### config.mk
export PLATFORM = sky130hd
export DESIGN_NAME = fhe_queue
export DESIGN_NICKNAME = d
export VERILOG_FILES = /design/src/hw/rtl/fhe_pkg.sv /design/src/hw/rtl/fhe_queue.sv
export SDC_FILE = /design/constraint.sdc
export NUM_CORES = 1
export LEC_CHECK = 0
export BUFFER_PORTS_ARGS = -buffer_cell sky130_fd_sc_hd__buf_2
export CAP_MARGIN = 25
export CORE_UTILIZATION = 45
export CTS_CLUSTER_DIAMETER = 40
export CTS_CLUSTER_SIZE = 16
export DETAILED_ROUTE_END_ITERATION = 10
export GPL_TIMING_DRIVEN = 0
export PLACE_DENSITY_LB_ADDON = 0.3
export SYNTH_ARGS = -nofsm -noshare
export SYNTH_HDL_FRONTEND = slang
export SYNTH_SLANG_ARGS = --single-unit
### constraint.sdc
create_clock -name clk -period 4.88 [get_ports clk]
set_clock_uncertainty 0.05 [all_clocks]
set_input_delay 0.976 -clock clk [delete_from_list [all_inputs] [get_ports clk]]
set_output_delay 0.976 -clock clk [all_outputs]
set_load 0.005 [all_outputs]
### src/hw/rtl/fhe_pkg.sv
// shared widths, types, sine/cosine table and helpers of the fundamental extractor
package fhe_pkg;

	localparam int WINDOW_LEN = 400;
	localparam int SAMPLE_BITS = 16;
	localparam int PH_W = $clog2(WINDOW_LEN);
	localparam int ROM_W = 16;
	localparam int DIFF_W = SAMPLE_BITS + 1;
	localparam int UPD_W = DIFF_W + ROM_W;
	localparam int SUM_W = SAMPLE_BITS + ROM_W - 1 + PH_W;
	localparam int PROD_W = SUM_W + ROM_W;
	localparam int RND_W = PROD_W + 2;
	// q15 times q15 gives q30, the factor 2 of 2/n takes one more bit off
	localparam int FRAC_SH = 2 * (ROM_W - 1) - 1;
	localparam int T_W = RND_W - FRAC_SH;
	localparam int U_W = T_W - 1;
	localparam int DIV_SH = U_W + PH_W;
	localparam int DIV_M_W = U_W + 2;
	localparam int MUL_W = U_W + DIV_M_W;
	localparam logic [63:0] DIV_M64 =
		((64'd1 << DIV_SH) + 64'(WINDOW_LEN) - 64'd1) / 64'(WINDOW_LEN);
	localparam logic [DIV_M_W-1:0] DIV_M = DIV_M64[DIV_M_W-1:0];
	localparam int Q_W = U_W - PH_W + 2;
	localparam int F_W = Q_W + 1;
	localparam int H_W = F_W + 1;
	localparam logic [63:0] RND_HALF64 = 64'(WINDOW_LEN) << (FRAC_SH - 1);
	localparam logic signed [RND_W-1:0] RND_HALF = RND_HALF64[RND_W-1:0];
	localparam int SAT_HI = 2 ** (SAMPLE_BITS - 1) - 1;

	localparam int QUEUE_DEPTH = 2;
	localparam int QP_W = (QUEUE_DEPTH > 1) ? $clog2(QUEUE_DEPTH) : 1;
	localparam int QC_W = $clog2(QUEUE_DEPTH + 1);

	localparam logic [63:0] HALF_PI_Q30 = 64'd1686629713;
	localparam logic [63:0] ONE_Q30 = 64'd1 << 30;

	typedef logic [2*ROM_W-1:0] rom_tab_t [WINDOW_LEN];

	// one queued word: sample, new minus old, and the table pair at its phase
	typedef struct packed {
		logic signed [SAMPLE_BITS-1:0] x;
		logic signed [DIFF_W-1:0] diff;
		logic signed [ROM_W-1:0] s;
		logic signed [ROM_W-1:0] c;
	} work_t;

	// q30 taylor series on [0, pi/2): odd selects sine, else cosine
	function automatic logic [63:0] series_q30(input logic [63:0] x, input logic odd);
		logic [63:0] x2;
		logic [63:0] term;
		logic signed [63:0] acc;
		x2 = (x * x) >> 30;
		if (odd) begin
			term = x;
			acc = signed'(term);
			term = ((term * x2) >> 30) / 64'd6;
			acc = acc - signed'(term);
			term = ((term * x2) >> 30) / 64'd20;
			acc = acc + signed'(term);
			term = ((term * x2) >> 30) / 64'd42;
			acc = acc - signed'(term);
			term = ((term * x2) >> 30) / 64'd72;
			acc = acc + signed'(term);
			term = ((term * x2) >> 30) / 64'd110;
			acc = acc - signed'(term);
			term = ((term * x2) >> 30) / 64'd156;
			acc = acc + signed'(term);
			term = ((term * x2) >> 30) / 64'd210;
			acc = acc - signed'(term);
			term = ((term * x2) >> 30) / 64'd272;
			acc = acc + signed'(term);
		end else begin
			term = ONE_Q30;
			acc = signed'(term);
			term = ((term * x2) >> 30) / 64'd2;
			acc = acc - signed'(term);
			term = ((term * x2) >> 30) / 64'd12;
			acc = acc + signed'(term);
			term = ((term * x2) >> 30) / 64'd30;
			acc = acc - signed'(term);
			term = ((term * x2) >> 30) / 64'd56;
			acc = acc + signed'(term);
			term = ((term * x2) >> 30) / 64'd90;
			acc = acc - signed'(term);
			term = ((term * x2) >> 30) / 64'd132;
			acc = acc + signed'(term);
			term = ((term * x2) >> 30) / 64'd182;
			acc = acc - signed'(term);
			term = ((term * x2) >> 30) / 64'd240;
			acc = acc + signed'(term);
		end
		if (acc < 0) begin
			acc = '0;
		end
		return unsigned'(acc);
	endfunction

	function automatic logic signed [ROM_W-1:0] q30_to_q15(input logic [63:0] v);
		logic [63:0] r;
		r = (v + 64'd16384) >> 15;
		if (r > 64'd32767) begin
			r = 64'd32767;
		end
		return r[ROM_W-1:0];
	endfunction

	// {sin, cos} of entry k by quadrant folding
	function automatic logic [2*ROM_W-1:0] rom_entry(input int unsigned k);
		logic [63:0] r4;
		logic [63:0] quad;
		logic [63:0] rem;
		logic [63:0] x;
		logic signed [ROM_W-1:0] s;
		logic signed [ROM_W-1:0] c;
		logic [2*ROM_W-1:0] e;
		r4 = 64'(k) << 2;
		quad = r4 / 64'(WINDOW_LEN);
		rem = r4 % 64'(WINDOW_LEN);
		x = (HALF_PI_Q30 * rem) / 64'(WINDOW_LEN);
		s = q30_to_q15(series_q30(x, 1'b1));
		c = q30_to_q15(series_q30(x, 1'b0));
		unique case (quad[1:0])
			2'd0: e = {s, c};
			2'd1: e = {c, -s};
			2'd2: e = {-s, -c};
			2'd3: e = {-c, s};
		endcase
		return e;
	endfunction

	function automatic rom_tab_t build_rom();
		rom_tab_t t;
		for (int k = 0; k < WINDOW_LEN; k++) begin
			t[k] = rom_entry(k);
		end
		return t;
	endfunction

	localparam rom_tab_t ROM_TAB = build_rom();

	function automatic logic signed [SAMPLE_BITS-1:0] sat_sample(
		input logic signed [H_W-1:0] v);
		logic signed [H_W-1:0] hi;
		logic signed [H_W-1:0] lo;
		logic signed [SAMPLE_BITS-1:0] r;
		hi = H_W'(SAT_HI);
		lo = -hi - H_W'(1);
		if (v > hi) begin
			r = hi[SAMPLE_BITS-1:0];
		end else if (v < lo) begin
			r = lo[SAMPLE_BITS-1:0];
		end else begin
			r = v[SAMPLE_BITS-1:0];
		end
		return r;
	endfunction

endpackage

### src/hw/rtl/fhe_queue.sv
// short queue of work words between front and back end
module fhe_queue (
	input  logic clk,
	input  logic arst_n,
	input  logic push,
	input  fhe_pkg::work_t push_data,
	output logic full,
	input  logic pop,
	output logic empty,
	output fhe_pkg::work_t head
);

	fhe_pkg::work_t mem_q [fhe_pkg::QUEUE_DEPTH];
	logic [fhe_pkg::QP_W-1:0] wr_ptr_q;
	logic [fhe_pkg::QP_W-1:0] rd_ptr_q;
	logic [fhe_pkg::QC_W-1:0] count_q;

	assign full = count_q == fhe_pkg::QC_W'(fhe_pkg::QUEUE_DEPTH);
	assign empty = count_q == '0;
	assign head = mem_q[rd_ptr_q];

	always_ff @(posedge clk) begin
		if (push) begin
			mem_q[wr_ptr_q] <= push_data;
		end
	end

	always_ff @(posedge clk or negedge arst_n) begin
		if (!arst_n) begin
			wr_ptr_q <= '0;
			rd_ptr_q <= '0;
			count_q <= '0;
		end else begin
			if (push) begin
				if (wr_ptr_q == fhe_pkg::QP_W'(fhe_pkg::QUEUE_DEPTH - 1)) begin
					wr_ptr_q <= '0;
				end else begin
					wr_ptr_q <= wr_ptr_q + 1'b1;
				end
			end
			if (pop) begin
				if (rd_ptr_q == fhe_pkg::QP_W'(fhe_pkg::QUEUE_DEPTH - 1)) begin
					rd_ptr_q <= '0;
				end else begin
					rd_ptr_q <= rd_ptr_q + 1'b1;
				end
			end
			if (push && !pop) begin
				count_q <= count_q + 1'b1;
			end else if (pop && !push) begin
				count_q <= count_q - 1'b1;
			end
		end
	end

endmodule

==> results of run 1 <==
## Yosys cell counts
| cell type | count |
|---|---|
| and2_1 | 1 |
| buf_2 | 2 |
| buf_6 | 5 |
| dfrtp_1 | 4 |
| edfxtp_1 | 130 |
| ha_1 | 1 |
| inv_1 | 1 |
| mux2_2 | 25 |
| mux2_4 | 40 |
| nor2_1 | 2 |
| nor2b_1 | 2 |
| xnor2_1 | 1 |
| xor2_1 | 4 |
## layer usage
metal  track usage [%]  vias up  routed length [µm]
met4              8.12        0                 134
met3              5.87       10                 395
li1                  -     1174                   -
met5                 0        -                   0
met1              16.6     1206                3360
met2              24.3       81                4280
## registers in the layout, summed over array words and instances, names as in the netlist
signal and flops:
count_q 2, mem_q 130, rd_ptr_q 1, wr_ptr_q 1
## how the worst min path moves through the flow
stage	from	endpoint	slack, ns	depth (start not counted)
finish	arst_n	count_q[1]$_DFFE_PN0P_	0.21	1
global route	arst_n	count_q[1]$_DFFE_PN0P_	0.17	1
CTS	arst_n	count_q[0]$_DFFE_PN0P_	0.18	1
detailed placement	count_q[1]$_DFFE_PN0P_	count_q[1]$_DFFE_PN0P_	0.46	1
global placement	wr_ptr_q$_DFFE_PN0P_	wr_ptr_q$_DFFE_PN0P_	0.42	1
floorplan	wr_ptr_q$_DFFE_PN0P_	wr_ptr_q$_DFFE_PN0P_	0.40	1
## power groups by stage
stage | registers (µW) | logic [µW] | clock network (µW)
floorplan | 1610 | 672 | 0
global placement | 1630 | 1030 | 0
detailed placement | 1620 | 1060 | 0
CTS | 1600 | 1060 | 1200
global route | 1610 | 1130 | 1260
finish | 1590 | 1030 | 1180
## final cells by class
class,count,share of cell area (%)
inverter,1,0.0578
clock buffer,19,6.49
sequential,134,61.7
multi-input combinational,76,15.0
clock inverter,13,2.04
tap,140,2.70
timing repair buffer,137,11.0
buffer,7,1.02
## stage by stage
step	instance area [µm²]	setup WS [ns]	hold slack, ns	TNS [ns]
after global placement	5890	-1.36	0.417	-88.30
after CTS	6490	2.10	0.180	0
after floorplan	5040	0.501	0.403	0
after detailed placement	5940	2.53	0.463	0
final	6490	2.15	0.211	0
after global routing	6490	2.05	0.174	0
## worst max-delay path: stages, from the launching register on
cell	delay (ns)
dfrtp_1	0.37
buf_6	0.18
buf_6	0.20
mux2_4	0.32
buf_2	0.13
## cell families after synthesis
logic type | after synthesis | share of synthesized area, %
adders and majority gates | 1 | 0.248
xor gates and xnor gates | 5 | 0.869
muxes | 65 | 17.5
buffers and inverters | 8 | 1.39
and+or+nand+nor | 5 | 0.522
DFF | 134 | 79.5
==> flow_metrics.env, run 1 <==
export IMPL_cts_hold_buf=0
export IMPL_final_max_slew_viol_count=0
export IMPL_die_area_um2=11600
export IMPL_synth_cells=218
export IMPL_synth_distinct_cells=13
export IMPL_hold_viol_final=0
export IMPL_synth_seq_cells=134
export IMPL_final_cell_mix="137 x buf_2, 130 x edfxtp_1, 40 x mux2_4"
export IMPL_swShare_pct=25.7
export IMPL_final_antenna_net_count=0
export IMPL_vias=2471
export IMPL_hold_class="primary input to asynchronous set/reset pin"
export IMPL_track_usage_pct=14.9
export IMPL_cts_root_buf="clkbuf_8"
export IMPL_status="finished, final reports clean"
export IMPL_fin_crit_sh_pct=56.0
export IMPL_cts_tree="yes"
export IMPL_drtIter0Drc=84
export IMPL_clock_path_buffers=2
export IMPL_p_per_area_nw_per_um2=586
export IMPL_register_area_um2=4000
export IMPL_postSynthAreaPerCell_um2=23.1
export IMPL_synth_top_area_share_pct=77.5
export IMPL_cp_startpoint="rd_ptr_q$_DFFE_PN0P_"
export IMPL_clk_latency_ns=0.51
export IMPL_fin_util_pct=59.6
export IMPL_p_comb_share_pct=27.2
export IMPL_drive_gt1_share_pct=61.5
export IMPL_endpoint="head[0]"
export IMPL_yosysWarnings=0
export IMPL_fillers=857
export IMPL_arrival_ns=1.71
export IMPL_cts_buffers=17
export IMPL_drcViolationCount=0
export IMPL_final_common_cell="buf_2"
export IMPL_dp_hpwl_mm=5.23
export IMPL_slew_headroom_pct=40.6
export IMPL_antenna_cells=0
export IMPL_irDropWorstVdd_v=0.000299
export IMPL_final_cells=527
export IMPL_ios=136
export IMPL_cp_max_fo=10
export IMPL_leakage_uw=0.00259
export IMPL_wl_per_cell_um=15.5
export IMPL_worst_pin_slew_ns=0.891
export IMPL_cts_setup_buffers=0
export IMPL_dr_pass1_iters=6
export IMPL_grt_pass1_wl_mm=12.3
export IMPL_path_clk_slew_ns=0.06
export IMPL_fin_crit_ns=2.73
export IMPL_multiInputGateArea_um2=975
export IMPL_clock_sinks=134
export IMPL_setup_viol_count_final=0
export IMPL_rows=38
export IMPL_max_cap_violations=0
export IMPL_p_clk_share_pct=30.9
export IMPL_core_um2=10900
export IMPL_required_ns=3.85
export IMPL_switching_power_uw=976
export IMPL_initial_core_util_pct=46.3
export IMPL_synth_fp_nets=288
export IMPL_cts_repair_resized=0
export IMPL_nets=444
export IMPL_power_total_uw=3800
export IMPL_die_h_um=108
export IMPL_viasPerCell=4.69
export IMPL_wl_mm=8.17
export IMPL_rsz0062_at_grt="no"
export IMPL_r2r_start="wr_ptr_q$_DFFE_PN0P_"
export IMPL_fmax_mhz=366
export IMPL_crit_type="flop to primary output"
export IMPL_rr_worst_depth=1
export IMPL_crit_path_end_kind="primary output"
export IMPL_synth_area_leaders="edfxtp_1 77%, mux2_4 12%, mux2_2 5.6%, dfrtp_1 2.0%, buf_6 1.1%"
export IMPL_place_congestion=0.638
export IMPL_die_w_um=108
export IMPL_io_buffers=135
export IMPL_antenna_found_initial=0
export IMPL_syn_area_um2=5040
export IMPL_synth_largest_area_cell="edfxtp_1"
export IMPL_grt_pass1_vias=2540
export IMPL_internal_power_uw=2830
export IMPL_cp_start_kind="flop"
export IMPL_placedCellCount=495
export IMPL_seq_area_frac_synth_pct=79.5
export IMPL_grt_max_degree=66
export IMPL_rrSetupSlack_ns=3.22
export IMPL_worst_r2r_endpoint="mem_q[1][47]$_DFFE_PP_"
export IMPL_seq_power_share_pct=41.9
export IMPL_area_growth_pct=28.9
export IMPL_grt_overflow=0
export IMPL_htree_levels=4
Note: power is estimated with default switching activity, not from simulation.
==> run 2: changes to the inputs <==
==> constraint.sdc (replaced) <==
create_clock -name clk -period 2.4 [get_ports clk]
set_clock_uncertainty 0.05 [all_clocks]
set_input_delay 0.48 -clock clk [delete_from_list [all_inputs] [get_ports clk]]
set_output_delay 0.48 -clock clk [all_outputs]
set_load 0.005 [all_outputs]
==> flow_metrics.env, run 2 (same netlist as run 1, synthesis figures left out) <==
export IMPL_slew_headroom_pct=41.0
export IMPL_grt_max_degree=66
export IMPL_crit_path_max_incr_delay_ns=0.36
export IMPL_setup_slack_ns=0.173
export IMPL_grt_pass1_vias=2652
export IMPL_crit_path_end_kind="primary output"
export IMPL_grt_overflow=0
export IMPL_dp_hpwl_mm=5.35
export IMPL_drive_gt1_share_pct=61.7
export IMPL_setup_viol_count_final=0
export IMPL_clk_latency_ns=0.50
export IMPL_cp_max_fo=10
export IMPL_place_congestion=0.647
export IMPL_dpl_worst_slack_ns=0.542
export IMPL_worst_path_buf_inv=3
export IMPL_nets=445
export IMPL_rsz0062_at_grt="no"
export IMPL_fin_crit_ns=2.23
export IMPL_antenna_cells=0
export IMPL_irDropWorstVdd_v=0.000652
export IMPL_core_um2=10900
export IMPL_arrival_ns=1.70
export IMPL_path_clk_slew_ns=0.06
export IMPL_area_growth_pct=29.2
export IMPL_drcViolationCount=0
export IMPL_cts_root_buf="clkbuf_8"
export IMPL_viasPerCell=4.72
export IMPL_cp_common_cell="buf_6"
export IMPL_hold_viol_final=0
export IMPL_wl_per_cell_um=15.4
export IMPL_dr_pass1_iters=4
export IMPL_worst_pin_slew_ns=0.884
export IMPL_drtIter0Drc=76
export IMPL_final_cell_mix="137 x buf_2, 130 x edfxtp_1, 40 x mux2_4"
export IMPL_placedCellCount=495
export IMPL_rows=38
export IMPL_hold_class="primary input to flop"
export IMPL_regMostFlops="mem_q"
export IMPL_clock_sinks=134
export IMPL_track_usage_pct=15.1
export IMPL_max_cap_violations=0
export IMPL_clock_path_buffers=2
export IMPL_ios=136
export IMPL_crit_family="buffers and inverters"
export IMPL_fin_util_pct=59.8
export IMPL_required_ns=1.87
export IMPL_largestRegisters="mem_q x130, count_q x2"
export IMPL_fin_tns_setup_ns=0
export IMPL_cp_cell_sequence="buf_6 -> buf_6 -> mux2_4 -> buf_2"
export IMPL_die_h_um=108
export IMPL_largest_register_ffs=130
export IMPL_status="finished, final reports clean"
export IMPL_final_max_slew_viol_count=0
export IMPL_cp_slowest_cell="dfrtp_1"
export IMPL_final_cells=526
export IMPL_p_per_area_nw_per_um2=1200
export IMPL_cp_start_kind="flop"
export IMPL_io_buffers=135
export IMPL_holdWs_ns=0.106
export IMPL_crit_type="flop to primary output"
export IMPL_die_w_um=108
export IMPL_fin_crit_sh_pct=92.8
export IMPL_grt_pass1_wl_mm=12.6
export IMPL_wl_mm=8.10
export IMPL_final_common_cell="buf_2"
export IMPL_fillers=819
export IMPL_htree_levels=4
export IMPL_initial_core_util_pct=46.3
export IMPL_leakage_uw=0.00260
export IMPL_antenna_found_initial=0
export IMPL_vias=2484
export IMPL_cts_tree="yes"
export IMPL_cts_setup_buffers=0
export IMPL_final_antenna_net_count=0
export IMPL_cts_buffers=17
export IMPL_die_area_um2=11600
export IMPL_fmax_mhz=449
run 2: final timing paths:
path                                   startpoint                      to  slack [ns]  depth (start not counted)
max                          rd_ptr_q$_DFFE_PN0P_                head[11]        0.17                          4
min reg2reg                count_q[1]$_DFFE_PN0P_  count_q[1]$_DFFE_PN0P_        0.46                          1
max reg2reg                  wr_ptr_q$_DFFE_PN0P_   mem_q[1][8]$_DFFE_PP_        0.77                          1
max in group asynchronous                  arst_n    wr_ptr_q$_DFFE_PN0P_        1.91                          2
min in group asynchronous                  arst_n  count_q[1]$_DFFE_PN0P_        0.26                          2
min                                 push_data[59]  mem_q[1][59]$_DFFE_PP_        0.11                          1
run 2: area by class of cell:
type | instances | area (µm²) | area share [%]
sequential | 134 | 4000 | 61.5
tap | 140 | 175 | 2.69
inverter | 1 | 3.75 | 0.0577
clock buffer | 20 | 425 | 6.54
buffer | 7 | 66.3 | 1.02
timing repair buffer | 138 | 726 | 11.2
multi-input combinational | 76 | 975 | 15.0
clock inverter | 10 | 133 | 2.04
run 2: metrics by stage:
step	instance area (µm²)	power (µW)
after detailed placement	5940	5450
final	6510	7780
after CTS	6510	7900
after floorplan	5050	4630
after global routing	6510	8160
after global placement	5900	5380
run 2: power breakdown:
part,internal [µW],switching [µW]
logic,1170,930
registers,3110,124
clock network,1560,879
run 2: metal layers:
| metal | track usage (%) | vias up | part of all wire (%) |
|---|---|---|---|
| met4 | 6.75 | 0 | 1.4 |
| met2 | 25.8 | 98 | 51 |
| met1 | 16.4 | 1198 | 40 |
| met5 | 0 | - | 0 |
| li1 | - | 1176 | - |
| met3 | 6.05 | 12 | 6.8 |
run 2: timing repair:
action	4_1_cts	5_1_grt
endpoints found under the hold margin	4	0
resized for setup	0	0
hold buffers	1	0
endpoints found under the setup margin	0	0
